File: src/hw/rtl/iirc_pkg.sv
// Shared types and constants of the I/O interrupt redirection controller.
package iirc_pkg;

    typedef enum logic [1:0] {
        FUNC_READ  = 2'd0,
        FUNC_WRITE = 2'd1,
        FUNC_RAISE = 2'd2,
        FUNC_EOI   = 2'd3
    } func_t;

    typedef enum logic [3:0] {
        ST_IDLE = 4'b0001,
        ST_LOOK = 4'b0010,
        ST_SCAN = 4'b0100,
        ST_DONE = 4'b1000
    } state_t;

    localparam int S_TDATA_W = 56;
    localparam int S_TUSER_W = 2;
    localparam int M_TDATA_W = 48;

    localparam logic [7:0] OFF_SELECT   = 8'h00;
    localparam logic [7:0] OFF_WINDOW   = 8'h10;
    localparam logic [7:0] IDX_ID       = 8'h00;
    localparam logic [7:0] IDX_VER      = 8'h01;
    localparam logic [7:0] IDX_ARB      = 8'h02;
    localparam logic [7:0] IDX_TABLE    = 8'h10;
    localparam logic [7:0] VERSION_CODE = 8'h11;

    localparam int BIT_REMOTE_IRR = 14;
    localparam int BIT_LEVEL      = 15;
    localparam int BIT_MASK       = 16;
    localparam int DELMODE_LSB    = 8;
    localparam int DELMODE_MSB    = 10;

    localparam logic [31:0] LOW_KEEP    = 32'h0000_5000;
    localparam logic [63:0] ENTRY_RESET = 64'h0000_0000_0001_0000;
    localparam logic [63:0] IRR_SET     = 64'h0000_0000_0000_4000;

endpackage

File: src/hw/rtl/io_interrupt_redirection_controller.sv
// Top level of the I/O interrupt redirection controller.
// Flow: select, ID/version and other out-of-table window items, bad-offset items and
// out-of-range raises go from ST_IDLE straight to ST_DONE; table reads, writes and raises pass
// ST_LOOK (entry read, then write-back); an EOI passes ST_SCAN, which walks the entry memory per
// entry. One item at a time: s_tready stays low until ST_DONE loads the result and sets m_tvalid.
// Reset clears index select, unit ID and entry valid bits; unwritten entries read as masked.
module io_interrupt_redirection_controller #(
    parameter int NUM_ENTRIES = 24
) (
    input  logic                           aclk,
    input  logic                           aresetn,
    input  logic                           s_tvalid,
    output logic                           s_tready,
    input  logic [iirc_pkg::S_TDATA_W-1:0] s_tdata,  // offset, write_data, line, eoi_vector
    input  logic [iirc_pkg::S_TUSER_W-1:0] s_tuser,  // func
    output logic                           m_tvalid,
    input  logic                           m_tready,
    output logic [iirc_pkg::M_TDATA_W-1:0] m_tdata   // read_data, status, delivered, vector_out
);
    import iirc_pkg::*;

    localparam int IDX_W = (NUM_ENTRIES > 1) ? $clog2(NUM_ENTRIES) : 1;
    localparam logic [8:0] TABLE_END = 9'(IDX_TABLE) + 9'(2 * NUM_ENTRIES);
    localparam logic [8:0] NUM_ENT9 = 9'(NUM_ENTRIES);
    localparam logic [7:0] VER_MAX = 8'(NUM_ENTRIES - 1);
    localparam logic [IDX_W-1:0] LAST_IDX = IDX_W'(NUM_ENTRIES - 1);

    func_t       in_func;
    logic [7:0]  in_offset;
    logic [31:0] in_wdata;
    logic [7:0]  in_line;
    logic [7:0]  in_eoi;

    state_t      state_reg, state_next;
    logic [7:0]  index_select_reg, index_select_next;
    logic [3:0]  unit_id_reg, unit_id_next;
    func_t       func_reg;
    logic [31:0] wdata_reg;
    logic [7:0]  eoi_reg;
    logic        high_reg;
    logic [IDX_W-1:0] slot_reg, slot_next;

    logic [31:0] res_rdata_reg, res_rdata_next;
    logic        res_status_reg, res_status_next;
    logic        res_deliv_reg, res_deliv_next;
    logic [7:0]  res_vec_reg, res_vec_next;

    logic                 m_tvalid_reg;
    logic [M_TDATA_W-1:0] m_tdata_reg;
    logic                 load_out;

    logic [63:0]      mem [NUM_ENTRIES];
    logic [NUM_ENTRIES-1:0] valid_reg;
    logic             rd_en, wr_en;
    logic [IDX_W-1:0] rd_addr, wr_addr;
    logic [63:0]      wr_data;
    logic [63:0]      rd_data_reg;
    logic             rd_valid_reg;
    logic [63:0]      entry;

    logic [7:0]       win_rel;
    logic             win_in_table;
    logic [IDX_W-1:0] win_slot;
    logic             line_ok;
    logic             accept;
    logic             raise_ok;

    assign in_func   = func_t'(s_tuser);
    assign in_offset = s_tdata[7:0];
    assign in_wdata  = s_tdata[39:8];
    assign in_line   = s_tdata[47:40];
    assign in_eoi    = s_tdata[55:48];

    assign s_tready = (state_reg == ST_IDLE);
    assign accept   = s_tvalid && s_tready;
    assign m_tvalid = m_tvalid_reg;
    assign m_tdata  = m_tdata_reg;

    assign win_rel      = index_select_reg - IDX_TABLE;
    assign win_in_table = ({1'b0, index_select_reg} >= 9'(IDX_TABLE)) &&
                          ({1'b0, index_select_reg} < TABLE_END);
    assign win_slot     = IDX_W'(win_rel[7:1]);
    assign line_ok      = {1'b0, in_line} < NUM_ENT9;

    assign entry    = rd_valid_reg ? rd_data_reg : ENTRY_RESET;
    assign raise_ok = !entry[BIT_MASK] && (entry[DELMODE_MSB:DELMODE_LSB] == 3'd0) &&
                      !(entry[BIT_LEVEL] && entry[BIT_REMOTE_IRR]);

    always_comb begin
        state_next        = state_reg;
        index_select_next = index_select_reg;
        unit_id_next      = unit_id_reg;
        res_rdata_next    = res_rdata_reg;
        res_status_next   = res_status_reg;
        res_deliv_next    = res_deliv_reg;
        res_vec_next      = res_vec_reg;
        rd_en             = 1'b0;
        rd_addr           = '0;
        wr_en             = 1'b0;
        wr_addr           = slot_reg;
        wr_data           = entry;
        load_out          = 1'b0;

        unique case (state_reg)
            ST_IDLE: begin
                if (s_tvalid) begin
                    res_rdata_next  = '0;
                    res_status_next = 1'b0;
                    res_deliv_next  = 1'b0;
                    res_vec_next    = '0;
                    state_next      = ST_DONE;
                    unique case (in_func) inside
                        FUNC_READ, FUNC_WRITE: begin
                            if (in_offset == OFF_SELECT) begin
                                if (in_func == FUNC_READ) begin
                                    res_rdata_next = {24'd0, index_select_reg};
                                end else begin
                                    index_select_next = in_wdata[7:0];
                                end
                            end else if (in_offset == OFF_WINDOW) begin
                                if (win_in_table) begin
                                    rd_en      = 1'b1;
                                    rd_addr    = win_slot;
                                    state_next = ST_LOOK;
                                end else if (in_func == FUNC_READ) begin
                                    if (index_select_reg == IDX_ID ||
                                        index_select_reg == IDX_ARB) begin
                                        res_rdata_next = {4'd0, unit_id_reg, 24'd0};
                                    end else if (index_select_reg == IDX_VER) begin
                                        res_rdata_next = {8'd0, VER_MAX, 8'd0, VERSION_CODE};
                                    end
                                end else if (index_select_reg == IDX_ID) begin
                                    unit_id_next = in_wdata[27:24];
                                end
                            end else begin
                                res_status_next = 1'b1;
                            end
                        end
                        FUNC_RAISE: begin
                            if (line_ok) begin
                                rd_en      = 1'b1;
                                rd_addr    = IDX_W'(in_line);
                                state_next = ST_LOOK;
                            end
                        end
                        default: begin
                            rd_en      = 1'b1;
                            rd_addr    = '0;
                            state_next = ST_SCAN;
                        end
                    endcase
                end
            end
            ST_LOOK: begin
                state_next = ST_DONE;
                unique case (func_reg)
                    FUNC_READ: begin
                        res_rdata_next = high_reg ? entry[63:32] : entry[31:0];
                    end
                    FUNC_WRITE: begin
                        wr_en = 1'b1;
                        if (high_reg) begin
                            wr_data = {wdata_reg, entry[31:0]};
                        end else begin
                            wr_data = {entry[63:32],
                                       (wdata_reg & ~LOW_KEEP) | (entry[31:0] & LOW_KEEP)};
                        end
                    end
                    FUNC_RAISE: begin
                        if (raise_ok) begin
                            res_deliv_next = 1'b1;
                            res_vec_next   = entry[7:0];
                            if (entry[BIT_LEVEL]) begin
                                wr_en   = 1'b1;
                                wr_data = entry | IRR_SET;
                            end
                        end
                    end
                    default: begin
                    end
                endcase
            end
            ST_SCAN: begin
                if (entry[BIT_LEVEL] && entry[BIT_REMOTE_IRR] && (entry[7:0] == eoi_reg)) begin
                    wr_en   = 1'b1;
                    wr_data = entry & ~IRR_SET;
                end
                if (slot_reg == LAST_IDX) begin
                    state_next = ST_DONE;
                end else begin
                    rd_en   = 1'b1;
                    rd_addr = slot_reg + IDX_W'(1);
                end
            end
            ST_DONE: begin
                if (!m_tvalid_reg || m_tready) begin
                    load_out   = 1'b1;
                    state_next = ST_IDLE;
                end
            end
            default: begin
                state_next = ST_IDLE;
            end
        endcase
    end

    assign slot_next = rd_en ? rd_addr : slot_reg;

    always_ff @(posedge aclk) begin
        if (!aresetn) begin
            state_reg        <= ST_IDLE;
            index_select_reg <= '0;
            unit_id_reg      <= '0;
            valid_reg        <= '0;
            m_tvalid_reg     <= 1'b0;
        end else begin
            state_reg        <= state_next;
            index_select_reg <= index_select_next;
            unit_id_reg      <= unit_id_next;
            if (wr_en) begin
                valid_reg[wr_addr] <= 1'b1;
            end
            if (load_out) begin
                m_tvalid_reg <= 1'b1;
            end else if (m_tready) begin
                m_tvalid_reg <= 1'b0;
            end
        end
    end

    always_ff @(posedge aclk) begin
        if (accept) begin
            func_reg  <= in_func;
            wdata_reg <= in_wdata;
            eoi_reg   <= in_eoi;
            high_reg  <= win_rel[0];
        end
        slot_reg       <= slot_next;
        res_rdata_reg  <= res_rdata_next;
        res_status_reg <= res_status_next;
        res_deliv_reg  <= res_deliv_next;
        res_vec_reg    <= res_vec_next;
        if (load_out) begin
            m_tdata_reg <= {6'd0, res_vec_reg, res_deliv_reg, res_status_reg, res_rdata_reg};
        end
    end

    always_ff @(posedge aclk) begin
        if (wr_en) begin
            mem[wr_addr] <= wr_data;
        end
        if (rd_en) begin
            rd_data_reg  <= mem[rd_addr];
            rd_valid_reg <= valid_reg[rd_addr];
        end
    end

endmodule

File: config.mk
export PLATFORM = sky130hd
export DESIGN_NAME = io_interrupt_redirection_controller
export DESIGN_NICKNAME = d
export VERILOG_FILES = /design/src/hw/rtl/iirc_pkg.sv /design/src/hw/rtl/io_interrupt_redirection_controller.sv
export SDC_FILE = /design/constraint.sdc
export NUM_CORES = 2
export LEC_CHECK = 0
export BUFFER_PORTS_ARGS = -buffer_cell sky130_fd_sc_hd__buf_2
export CORE_MARGIN = 8
export CORE_UTILIZATION = 40
export CTS_BUF_LIST = sky130_fd_sc_hd__clkbuf_4
export DETAILED_ROUTE_END_ITERATION = 16
export PLACE_DENSITY = 0.6
export SLEW_MARGIN = 20
export SYNTH_ARGS = -nofsm -noshare
export SYNTH_HDL_FRONTEND = slang
export SYNTH_SLANG_ARGS = --single-unit
File: constraint.sdc
create_clock -name aclk -period 16.6 [get_ports aclk]
set_input_delay 0.83 -clock aclk [delete_from_list [all_inputs] [get_ports aclk]]
set_output_delay 0.83 -clock aclk [all_outputs]
set_load 0.05 [all_outputs]
==> results.txt <==
----------------------------------------------------
[Cells and area]
  Number of flip-flops in the largest register ... 1536
  Final nets ... 5209
  Post-synthesis to final-layout area growth ... 13.4%
  Fraction of layout cells with a size suffix above 1 ... 17.8%

[Critical path]
  Worst r2r src ... eoi_reg[5]$_DFFE_PP_
  Startpoint types ... register
  Required arrival time at the worst endpoint ... roughly 17 ns
  First element of the critical path ... eoi_reg[5]$_DFFE_PP_
  Minimum setup slack among reg-to-reg paths ... 11.06 ns
  Most repeated library cell on the critical path ... sky130_fd_sc_hd__buf_4
  Maximum cell stage delay along the critical path ... 0.85 ns
  Chain of cells forming the critical path ... nor2b_1 > a2111oi_0 > nand4_1 > o31ai_1 > nand2_1 > nor2_4 > buf_4 > buf_4
  CP max stage cell ... sky130_fd_sc_hd__nor2_4
  Endpoint of the most critical register-to-register path ... mem[18][31]$_DFFE_PP_
  Crit path kind ... reg2reg
  Reg2Reg Depth ... 8
  Critical path capture point type ... register
  Arrival time reported for the critical path endpoint ... 6.40 ns
  Maximum net fanout on the critical path ... 25

[Detailed routing]
  Pre-Repair DR Iteration Count ... 6
  Wire length per cell ... 27.2 µm
  Via-per-instance ratio ... 5.70
  DRC violations left ... 0
  DRC marker count from the first detailed-route iteration ... 5311
  Total vias in the final route ... approximately 44000
  Number of nets with antenna violations after routing ... 0
  Final routed wirelength across all metal layers ... 209 mm

[Clocking]
  Maximum number of buffers from clock root to sink ... 4
  CTS H-Tree Depth ... 5
  Clock insertion delay at the later pin of the skew report ... 1.38 ns
  Clock tree from TritonCTS ... yes
  Clock root buffer master ... sky130_fd_sc_hd__clkbuf_4
  Reg clk slew, reported paths ... approximately 0.06 ns
  Total CTS buffers ... 455
  Number of clock sinks ... 1774

[Floorplan]
  FP Rows ... 152
  Die width ... about 430 µm
  Count of pins on the block boundary ... 112
  Total Die Area ... 185000 µm²
  Starting utilization of the core area ... between 40% and 50%
  Overall die height ... approximately 430 µm
  Std-Cell Core Area ... 171000 µm²

[Timing]
  Final critical-path required period ... 5.54 ns
  Worst-case clock skew ... ~0.14 ns
  Post-route worst setup slack ... 11.06 ns
  Number of endpoints failing setup at the final stage ... 0
  Portion of the clock cycle consumed by the worst path in the final layout ... between 30% and 40%
  Tightest Pin Transition ... about 1.1 ns
  Unrepaired setup endpoints after global routing ... no
  Rel. slew slack ... 27.3%
  Pins Over Slew Limit ... 0
  Total negative slack for setup checks ... 0 ns
  Top achievable clock speed ... 181 MHz
  Number of failing hold endpoints at the final stage ... 0

[Placed design]
  Weighted congestion at the end of routability-driven global placement ... 0.832
  Detailed Place HPWL ... 111 mm
  Worst slack after detailed placement ... 10.87 ns
  Number of port buffers ... 105

[Yosys]
  Synthesized area ... just under 70000 µm²
  Warning count from the yosys run ... 0
  Synth Flop Type ... sky130_fd_sc_hd__edfxtp_1
  Sequential element share of the synthesized area ... approximately 77%
  Number of different library cells in the post-synthesis netlist ... 68
  Synth Register Bits ... 1774
  EDFF count, synth ... 1733
  Cells after Synth ... approximately 4700
  Syn Area/Cell ... 14.6 µm²
  Async SR Flop Fraction ... 0%

[Power]
  Worst voltage drop across the vdd grid ... 0.0000499 V
  Leakage Power ... 25.7 nW
  Ratio of total power to cell area ... 113 nW/µm²

[Run]
  Max Cap Violations ... 0

[GRT]
  Maximum number of pins on one net before global-route repair ... 198
  Via count of the first global-routing pass ... 43100
  First-pass GRT wire length ... between 200 and 300 mm
  GR Util All Layers ... 21.8%
  Grt ovf ... 0
  Initial antenna violation count ... 4

[Worst hold path]
  Hold EP ... state_reg[0]$_SDFFE_PN1P_
  Hold path startpoint ... aresetn
  Worst min-delay path class ... in2reg
  Hold Crit Depth ... 2

[Outcome]
  Status ... completed

----------------------------------------------------
critical path, delay by kind of cell (launching register included):
kind,cells,cell delay [ns]
buffers and inverters,2,1.17
AO/OA/AOI/OAI,2,1.55
AND/OR/NAND/NOR,4,1.83
flip-flops,1,0.53
cells by family (layout without fill, tap and decap cells):
logic type | Yosys count | in the layout | share of synthesized area [%]
simple gates | 1490 | 1490 | 9.24
mux | 186 | 186 | 2.72
other cells | 1 | 10 | 0.00546
compound gates | 934 | 934 | 8.87
buf+inv | 307 | 1039 | 1.95
xor+xnor | 2 | 2 | 0.0255
fa+ha+maj | 9 | 9 | 0.164
flops | 1774 | 1774 | 77.0
what timing repair did:
item / CTS / global route
hold buffers: 51 / 0
gates resized for setup: 0 / 0
endpoints found under the hold margin: 61 / 0
setup buffers: 0 / 0
synthesized netlist by cell type, drive strengths merged, types with 3 or more instances:
cell / count / share of area [%]
o21ai: 73 / 0.53
mux2i: 184 / 2.7
a22oi: 193 / 2.1
o22ai: 9 / 0.082
nand3: 194 / 1.4
a211oi: 13 / 0.23
a21oi: 412 / 3.0
a21boi: 7 / 0.077
o21a: 25 / 0.27
nand2b: 7 / 0.064
dfxtp: 41 / 1.2
or4b: 4 / 0.064
edfxtp: 1733 / 76
o211ai: 8 / 0.12
a22o: 65 / 0.83
a32oi: 82 / 1.0
nor2b: 12 / 0.11
nand4: 43 / 0.39
nor4b: 3 / 0.038
or4: 6 / 0.077
or3: 5 / 0.046
ha: 9 / 0.16
clkbuf: 175 / 0.96
inv: 16 / 0.088
and3: 9 / 0.082
buf: 116 / 0.91
and2: 7 / 0.064
nor2: 66 / 0.36
nor4: 41 / 0.44
nand2: 1050 / 5.7
nor3: 38 / 0.28
a31oi: 26 / 0.24
a32o: 4 / 0.058
per-layer routing:
layer / vias up / track usage [%] / wire length (µm)
met1: 22000 / 28.6 / 82100
met5: - / 0 / 0
met4: 0 / 10.2 / 9520
li1: 19000 / - / -
met2: 2333 / 34.9 / 98900
met3: 422 / 4.55 / 18500
where the power goes:
part / total (mW) / switching (mW) / internal, mW
clock network: 3.56 / 1.71 / 1.85
registers: 4.99 / 0.0387 / 4.95
logic: 0.247 / 0.191 / 0.0568
total: 8.79 / 1.94 / 6.85
cell usage in the layout, fill, tap and decap left out, types with 72 or more instances in the layout:
| master | instances |
|---|---|
| sky130_fd_sc_hd__edfxtp_1 | 1733 |
| sky130_fd_sc_hd__nand2_1 | 1048 |
| sky130_fd_sc_hd__clkbuf_4 | 667 |
| sky130_fd_sc_hd__a21oi_1 | 412 |
| sky130_fd_sc_hd__nand3_1 | 193 |
| sky130_fd_sc_hd__a22oi_1 | 193 |
| sky130_fd_sc_hd__mux2i_1 | 184 |
| sky130_fd_sc_hd__buf_2 | 105 |
| sky130_fd_sc_hd__buf_4 | 104 |
| sky130_fd_sc_hd__a32oi_1 | 82 |
| sky130_fd_sc_hd__clkinv_1 | 72 |
how the worst max path moves through the flow:
stage,end,slack (ns),cells after the start
finish,mem[18][31]$_DFFE_PP_,11.06,8
global route,mem[16][31]$_DFFE_PP_,11.00,8
CTS,mem[16][31]$_DFFE_PP_,11.02,8
detailed placement,rd_data_reg[5]$_DFFE_PP_,10.87,11
global placement,rd_valid_reg$_DFFE_PP_,10.93,11
floorplan,rd_data_reg[0]$_DFFE_PP_,9.00,6
per-stage QoR:
step                      hold slack, ns  std cells  cell area, µm²  util (%)  power (mW)
after floorplan                    0.400       4708           68600         -        5.19
after CTS                         0.0142       7672           77800      45.5        8.85
final                              0.172       7677           77800      45.5        8.79
after global routing              0.0786       7677           77800      45.5        9.09
after detailed placement           0.405       6862           71900      42.0        5.32
after global placement             0.404       6862           71900      42.0        5.32
final cells by class:
type                            instances  area (µm²)
Sequential cell                      1774       52900
Tap cell                             2233        2790
Multi-Input combinational cell       2627       14800
Antenna cell                            4        10.0
Clock inverter                         92         419
Timing Repair Buffer                  264        1900
Fill cell                           15100       93100
Clock buffer                          667        5010
Inverter                               16        71.3
No activity file was read; power rests on OpenSTA's default activity.
